**src/rtl/core/multirow_sliding_window_mean_core_macros.svh**
```systemverilog
// ----------------------------------------------------------------------------
// Assertion macros for the multirow sliding-window mean core
// Each macro expands to a labeled concurrent assertion, or to nothing when
// NO_ASSERTIONS is defined.
// ----------------------------------------------------------------------------
`ifndef MULTIROW_SLIDING_WINDOW_MEAN_CORE_MACROS_SVH
`define MULTIROW_SLIDING_WINDOW_MEAN_CORE_MACROS_SVH

`ifndef NO_ASSERTIONS

// Property that must hold at every clock edge out of reset.
`define MSWM_ASSERT(label, clk, rst_n, prop, msg) \
	label: assert property (@(posedge clk) disable iff (!rst_n) (prop)) else $error(msg);

// Antecedent at one edge implies consequent at the next edge.
`define MSWM_ASSERT_NEXT(label, clk, rst_n, ante, cons, msg) \
	label: assert property (@(posedge clk) disable iff (!rst_n) (ante) |=> (cons)) else $error(msg);

`else

`define MSWM_ASSERT(label, clk, rst_n, prop, msg)
`define MSWM_ASSERT_NEXT(label, clk, rst_n, ante, cons, msg)

`endif

`endif

```
**src/rtl/core/mswm_pkg.sv**
```systemverilog
// ----------------------------------------------------------------------------
// mswm_pkg
// Types, sizes and codes shared by the sliding-window mean controller,
// datapath and top level.
// ----------------------------------------------------------------------------
`default_nettype none

package mswm_pkg;

	localparam int MAX_COLUMNS = 64;
	localparam int MAX_ROWS    = 16;

	localparam int SLOT_W    = $clog2(MAX_COLUMNS);
	localparam int ROW_W     = $clog2(MAX_ROWS);
	localparam int ADDR_W    = SLOT_W + ROW_W;
	localparam int MEM_DEPTH = MAX_COLUMNS * MAX_ROWS;

	localparam int DATA_W     = 32;
	localparam int COL_W      = 7;
	localparam int ROWCFG_W   = 5;
	localparam int CNT_W      = COL_W;
	localparam int ACC_W      = DATA_W + SLOT_W;
	localparam int DIVCNT_W   = $clog2(ACC_W);
	localparam int CFG_IDX_W  = 2;
	localparam int CFG_DATA_W = 7;

	typedef logic [CFG_IDX_W-1:0] cfg_idx_t;
	localparam cfg_idx_t CFG_COLUMNS = 2'd0;
	localparam cfg_idx_t CFG_ROWS    = 2'd1;

	typedef enum logic [1:0] {
		MODE_INSERT = 2'd0,
		MODE_OLDEST = 2'd1,
		MODE_MEAN   = 2'd2,
		MODE_NEWEST = 2'd3
	} mode_t;

	typedef struct packed {
		mode_t                     mode;
		logic [ROW_W-1:0]          row;
		logic signed [DATA_W-1:0]  sample;
	} in_t;

	typedef struct packed {
		logic                      ok;
		logic signed [DATA_W-1:0]  result_value;
	} out_t;

	// controller to datapath
	typedef struct packed {
		logic item_load;
		logic ins_write;
		logic fail;
		logic ptr_load;
		logic rd_issue;
		logic rd_capture;
		logic div_load;
		logic div_step;
		logic mean_done;
		logic out_load;
		logic cfg_we;
	} ctl_cmd_t;

	// datapath to controller
	typedef struct packed {
		mode_t mode;
		logic  row_ok;
		logic  empty;
		logic  issue_last;
		logic  div_last;
	} dp_stat_t;

endpackage

`default_nettype wire

```
**src/rtl/core/mswm_ctrl.sv**
```systemverilog
// ----------------------------------------------------------------------------
// mswm_ctrl
// Sequencer for the sliding-window mean core: takes one item at a time,
// steps the datapath through insert, read or mean-and-divide, and owns the
// output valid flag.
// ----------------------------------------------------------------------------
`default_nettype none
`include "multirow_sliding_window_mean_core_macros.svh"

module mswm_ctrl (
	input  wire logic               clk,
	input  wire logic               arst_n,
	input  wire logic               in_valid,
	output logic                    in_stall,
	output logic                    out_valid,
	input  wire logic               out_stall,
	input  wire logic               cfg_valid,
	output logic                    cfg_ready,
	input  wire mswm_pkg::dp_stat_t stat,
	output mswm_pkg::ctl_cmd_t      cmd
);
	import mswm_pkg::*;

	typedef enum logic [9:0] {
		ST_IDLE     = 10'b00_0000_0001,
		ST_DECODE   = 10'b00_0000_0010,
		ST_RD_ISSUE = 10'b00_0000_0100,
		ST_RD_CAPT  = 10'b00_0000_1000,
		ST_MEAN     = 10'b00_0001_0000,
		ST_DRAIN    = 10'b00_0010_0000,
		ST_DIV_LOAD = 10'b00_0100_0000,
		ST_DIV      = 10'b00_1000_0000,
		ST_FINISH   = 10'b01_0000_0000,
		ST_DONE     = 10'b10_0000_0000
	} state_t;

	state_t state_q, state_d;
	logic   out_valid_q;
	logic   out_free;
	logic   decode_fail;

	assign in_stall  = (state_q != ST_IDLE);
	assign cfg_ready = (state_q == ST_IDLE);
	assign out_valid = out_valid_q;
	assign out_free  = !out_valid_q || !out_stall;

	assign decode_fail = (stat.mode == MODE_INSERT) ? !stat.row_ok
		: (!stat.row_ok || stat.empty);

	always_comb begin
		state_d = state_q;
		cmd     = '0;
		case (state_q)
			ST_IDLE: begin
				cmd.cfg_we = cfg_valid;
				if (in_valid) begin
					cmd.item_load = 1'b1;
					state_d       = ST_DECODE;
				end
			end
			ST_DECODE: begin
				if (decode_fail) begin
					cmd.fail = 1'b1;
					state_d  = ST_DONE;
				end else if (stat.mode == MODE_INSERT) begin
					cmd.ins_write = 1'b1;
					state_d       = ST_DONE;
				end else begin
					cmd.ptr_load = 1'b1;
					state_d      = (stat.mode == MODE_MEAN) ? ST_MEAN : ST_RD_ISSUE;
				end
			end
			ST_RD_ISSUE: begin
				cmd.rd_issue = 1'b1;
				state_d      = ST_RD_CAPT;
			end
			ST_RD_CAPT: begin
				cmd.rd_capture = 1'b1;
				state_d        = ST_DONE;
			end
			ST_MEAN: begin
				cmd.rd_issue = 1'b1;
				if (stat.issue_last) begin
					state_d = ST_DRAIN;
				end
			end
			ST_DRAIN: begin
				state_d = ST_DIV_LOAD;
			end
			ST_DIV_LOAD: begin
				cmd.div_load = 1'b1;
				state_d      = ST_DIV;
			end
			ST_DIV: begin
				cmd.div_step = 1'b1;
				if (stat.div_last) begin
					state_d = ST_FINISH;
				end
			end
			ST_FINISH: begin
				cmd.mean_done = 1'b1;
				state_d       = ST_DONE;
			end
			ST_DONE: begin
				if (out_free) begin
					cmd.out_load = 1'b1;
					state_d      = ST_IDLE;
				end
			end
			default: begin
				state_d = ST_IDLE;
			end
		endcase
	end

	always_ff @(posedge clk or negedge arst_n) begin
		if (!arst_n) begin
			state_q     <= ST_IDLE;
			out_valid_q <= 1'b0;
		end else begin
			state_q <= state_d;
			if (cmd.out_load) begin
				out_valid_q <= 1'b1;
			end else if (!out_stall) begin
				out_valid_q <= 1'b0;
			end
		end
	end

	`MSWM_ASSERT_NEXT(a_accept_blocks, clk, arst_n, in_valid && !in_stall, in_stall, "item accepted but next item not held off")
	`MSWM_ASSERT_NEXT(a_div_exit, clk, arst_n, state_q == ST_DIV && stat.div_last, state_q == ST_FINISH, "divider did not hand over to finish")
	`MSWM_ASSERT(a_load_free, clk, arst_n, !cmd.out_load || !out_valid_q || !out_stall, "result loaded over an untaken result")

endmodule

`default_nettype wire

```
**config.mk**
```make
export PLATFORM = sky130hd
export DESIGN_NAME = mswm_ctrl
export DESIGN_NICKNAME = d
export VERILOG_FILES = /design/src/rtl/core/mswm_pkg.sv /design/src/rtl/core/mswm_ctrl.sv
export VERILOG_INCLUDE_DIRS = /design/src /design/src/rtl/core
export SDC_FILE = /design/constraint.sdc
export NUM_CORES = 1
export LEC_CHECK = 0
export ABC_AREA = 1
export BUFFER_PORTS_ARGS = -buffer_cell sky130_fd_sc_hd__buf_2
export CAP_MARGIN = 20
export CORE_MARGIN = 3
export CORE_UTILIZATION = 40
export CTS_CLUSTER_DIAMETER = 150
export DETAILED_ROUTE_END_ITERATION = 7
export GPL_TIMING_DRIVEN = 0
export PLACE_DENSITY = 0.76
export SLEW_MARGIN = 10
export SYNTH_ARGS = -nofsm -noshare
export SYNTH_HDL_FRONTEND = slang
export SYNTH_SLANG_ARGS = --single-unit
```
**constraint.sdc**
```tcl
create_clock -name clk -period 3 [get_ports clk]
set_clock_uncertainty 0.2 [all_clocks]
set_input_delay 0.9 -clock clk [delete_from_list [all_inputs] [get_ports clk]]
set_output_delay 0.9 -clock clk [all_outputs]
set_load 0.02 [all_outputs]
```
* Yosys cells after proc, flatten, opt, wreduce, memory -nomap -nowiden
Cells that the tools add are included.
Operators by class: reductions and logical operators 9, equality and inequality tests 17, mux-type cells 27
Operators by type and width (number):
- 10-bit case mux with 9 select lines | 1
- 10-bit two-way mux | 6
- 1-bit two-way mux | 18
- 10-bit by 1-bit equality test with 1-bit output (second input constant) | 1
- 10-bit equality test (second input constant) | 1
- 10-bit by 2-bit equality test with 1-bit output (second input constant) | 1
- 10-bit by 3-bit equality test with 1-bit output (second input constant) | 1
- 10-bit by 4-bit equality test with 1-bit output (second input constant) | 1
- 10-bit by 5-bit equality test with 1-bit output (second input constant) | 1
- 10-bit by 6-bit equality test with 1-bit output (second input constant) | 1
- 10-bit by 7-bit equality test with 1-bit output (second input constant) | 1
- 10-bit by 8-bit equality test with 1-bit output (second input constant) | 1
- 10-bit by 9-bit equality test with 1-bit output (second input constant) | 1
- 10-bit by 1-bit inequality test with 1-bit output (second input constant) | 1
- 2-bit inequality test (second input constant) | 4
- 5-bit two-way mux | 1
- 4-bit AND reduction | 1
- 2-bit OR reduction | 2
- 1-bit zero test | 3
- 3-bit two-way mux | 1
- 2-bit equality test (second input constant) | 1
- 2-bit zero test | 1
- 1-bit logical OR | 2
- 2-bit by 1-bit inequality test with 1-bit output (second input constant) | 1
Word-level totals: input port bits 11, bits in registers 11

* Depth between registers and ports, before layout
depth in word-level cells 5, depth in mapped cells 9, gate-level depth less buffers 9

* Least setup slack after synthesis
No wires, ideal clock.
path type in2out, start input stat[5] (netlist bit), end output cmd[9] (netlist bit), arrival 1.594 ns, data required time 1.900 ns, stages on the path 3, buffers on the path 0, setup slack 0.306 ns, cell sequence nor2_1 > inv_1 > nor3_1
RTL lines:
- start: declaration | RTL line mswm_ctrl.sv:19 | input wire mswm_pkg::dp_stat_t stat,
- end: declaration | RTL line mswm_ctrl.sv:20 | output mswm_pkg::ctl_cmd_t cmd

==> results.toml <==
[status]
status = "completed"

[grt]
grt_max_degree = 12
grt_pass1_wl_mm = 3.21
grt_antenna_before_repair = 0
track_usage_pct = 16.3
grt_overflow = 0
grt_pass1_vias = 774

[die]
fp.coreArea_um2 = 1840
die_h_um = 51.7
rows = 15
dieArea_um2 = 2670
die_x_um = 51.7
initial_utilization_pct = 45.4
pin_count = 25

[critical_path]
cp_max_fo = 3
crit_required_ns = 1.90
reg2reg_slack_ns = 1.41
cpMaxStageDelayCell = "o21ai_1"
critPathLaunch = "stat[5]"
slowest_delay_ns = 0.19
worstSetupEndpointType = "output port"
worstSetupPathType = "primary input to output port"
worstPathCellList = "buf_2 > nor2_1 > inv_1 > o21ai_1 > nor2_1 > buf_2"
cp_data_arrival_time_ns = 1.67
r2r-start = "state_q[9]$_DFFE_PN0P_"
start_kind = "primary input"

[placement]
post-place-ws_ns = 0.139
place_hpwl_mm = 1.54
gp_congestion = 0.886
io_buffers = 24

[sta]
tightest_slew_ns = 0.260
rsz0062_at_grt = "false"
hold_slack_ns = 0.277
maxSlewViolCount = 0
postLayoutSetupSlackWorst_ns = 0.230
hold_viol = 0
final-setup-viol-count = 0
relSlewSlack_pct = 82.6
tns_ns = 0
fin_crit_sh_pct = 92.3
min_period_ns = 2.77
max_freq_mhz = 361

[yosys]
synth_edf_count = 0
yosysWarnings = 0
yosys-top-cells-count = "nor2_1 (28), inv_1 (26), nand2_1 (26)"
synth_seq_cells = 11
async_flop_share_pct = 100
synth_cell_type_count = 20
syn_nets = 140
postSynthAreaPerCell_um2 = 6.48
ys_dominant_reg_cell = "dfrtp_1"
netlist_area_um2 = 836
synth.most_common_cell = "nor2_1"
synth_largest_area_cell = "dfrtp_1"
synth_top_area_share_pct = 29.9
synthTopCellsByArea = "dfrtp_1 (30%), nor2_1 (13%), inv_1 (12%)"
synth_seq_area_share_pct = 33.1
synth_cells = 129

[cells_and_area]
layout-drive-gt1-share_pct = 31.2
area_growth_pct = 21.4
final_util_pct = 55.2
antennaDiodeCount = 0
nFillCells = 197
nNetsFinal = 169

[route]
drc = 0
num_vias = 851
wl_mm = 1.83
wire_per_inst_um = 10.0
ant_nets = 0
vias_per_cell = 4.68
firstDrtPassIters = 4
drt_iter0_drc = 22

[clocking]
cts_buffers = 3
cts_setup_buffers = 0
clk_pin_slew_worst_paths_ns = 0.07
clockRootBuffer = "clkbuf_4"
htreeDepth = 1
clk_path_buf_depth = 2
clk_latency_ns = 0.28
cts_sinks = 11
tritoncts = "yes"

[pwr]
power_density_nw_per_um2 = 642
total_leakage_power_nw = 0.645
ir_drop_v = 0.000364

[min_path]
hp-class = "primary input to async pin"

[flow_run]
cap_violations = 0
[kinds of logic (layout without fill, tap and decap cells)]
family / after synthesis / count (layout) / share of synthesized area [%]
AOI/OAI and AO/OA: 3 / 3 / 2.25
buffers and inverters: 30 / 58 / 13.8
DFF: 11 / 11 / 33.1
and+or+nand+nor: 85 / 85 / 50.9
[critical path: cells and delay by family]
| kind | cells | cell delay [ns] |
|---|---|---|
| buffers and inverters | 3 | 0.34 |
| and+or+nand+nor | 2 | 0.24 |
| AOI/OAI and AO/OA | 1 | 0.19 |
[state kept, by name, indices dropped and copies added, names as in the netlist]
signal / flops
out_valid: 1
state_q: 10
[metal layers]
metal	vias to the layer above	global-route usage [%]	wire (um)
li1	444	-	-
met1	371	19.6	759
met2	31	26.9	906
met3	5	4.30	125
met4	0	7.86	36
met5	-	0	0
[worst paths after layout]
kind                       cells after the start                      to
setup / recovery                               6                  cmd[8]
hold / removal                                 1  state_q[6]$_DFFE_PN0P_
setup reg to reg                               8  state_q[1]$_DFFE_PN0P_
hold reg to reg                                2   out_valid$_DFFE_PN0P_
max in group asynchronous                      1  state_q[0]$_DFFE_PN1P_
min in group clk                               2   out_valid$_DFFE_PN0P_
[power by group]
group	total (W)	leakage [nW]	internal, W	switching [W]
Clock	0.000105	0.0177	0.0000495	0.0000554
Sequential	0.000193	0.148	0.000177	0.0000163
Combinational	0.000353	0.479	0.000111	0.000242
[placed cells by master, fill, tap and decap left out]
cell / instances
inv_2: 3
nand3_1: 9
inv_1: 26
dfstp_2: 1
nand4_1: 3
nor2_1: 28
nor2_4: 4
nand2_4: 1
nand2_1: 26
nor3_1: 2
o21ai_2: 1
nand3_2: 3
clkbuf_4: 3
clkinv_2: 1
or2_1: 1
dfrtp_1: 10
buf_2: 24
nor2_2: 4
o21ai_0: 1
nand2_2: 2
inv_4: 1
nor4_2: 1
nor4_1: 1
o21ai_1: 1
[cell type report]
class                   count  area [um^2]  area share (%)
repair buffers             24          120            11.8
clock inverters             1         5.00           0.493
multi-input cells          88          444            43.8
inverters                  30          115            11.3
flip-flops and latches     11          277            27.3
well taps                  25         31.3            3.08
clock buffers               3         22.5            2.22
[timing repair]
action | 4_1_cts | 5_1_grt
hold buffers | 0 | 0
endpoints found under the setup margin | 0 | 1
resized for setup | 0 | 1
[through the flow]
step	instance area [um^2]	total power, W	cells
floorplan	836	0.000462	129
global placement	987	0.000539	178
detailed placement	987	0.000553	178
CTS	1010	0.000662	182
global route	1010	0.000716	182
finish	1010	0.000651	182
Power figures use the tool's default switching activity.
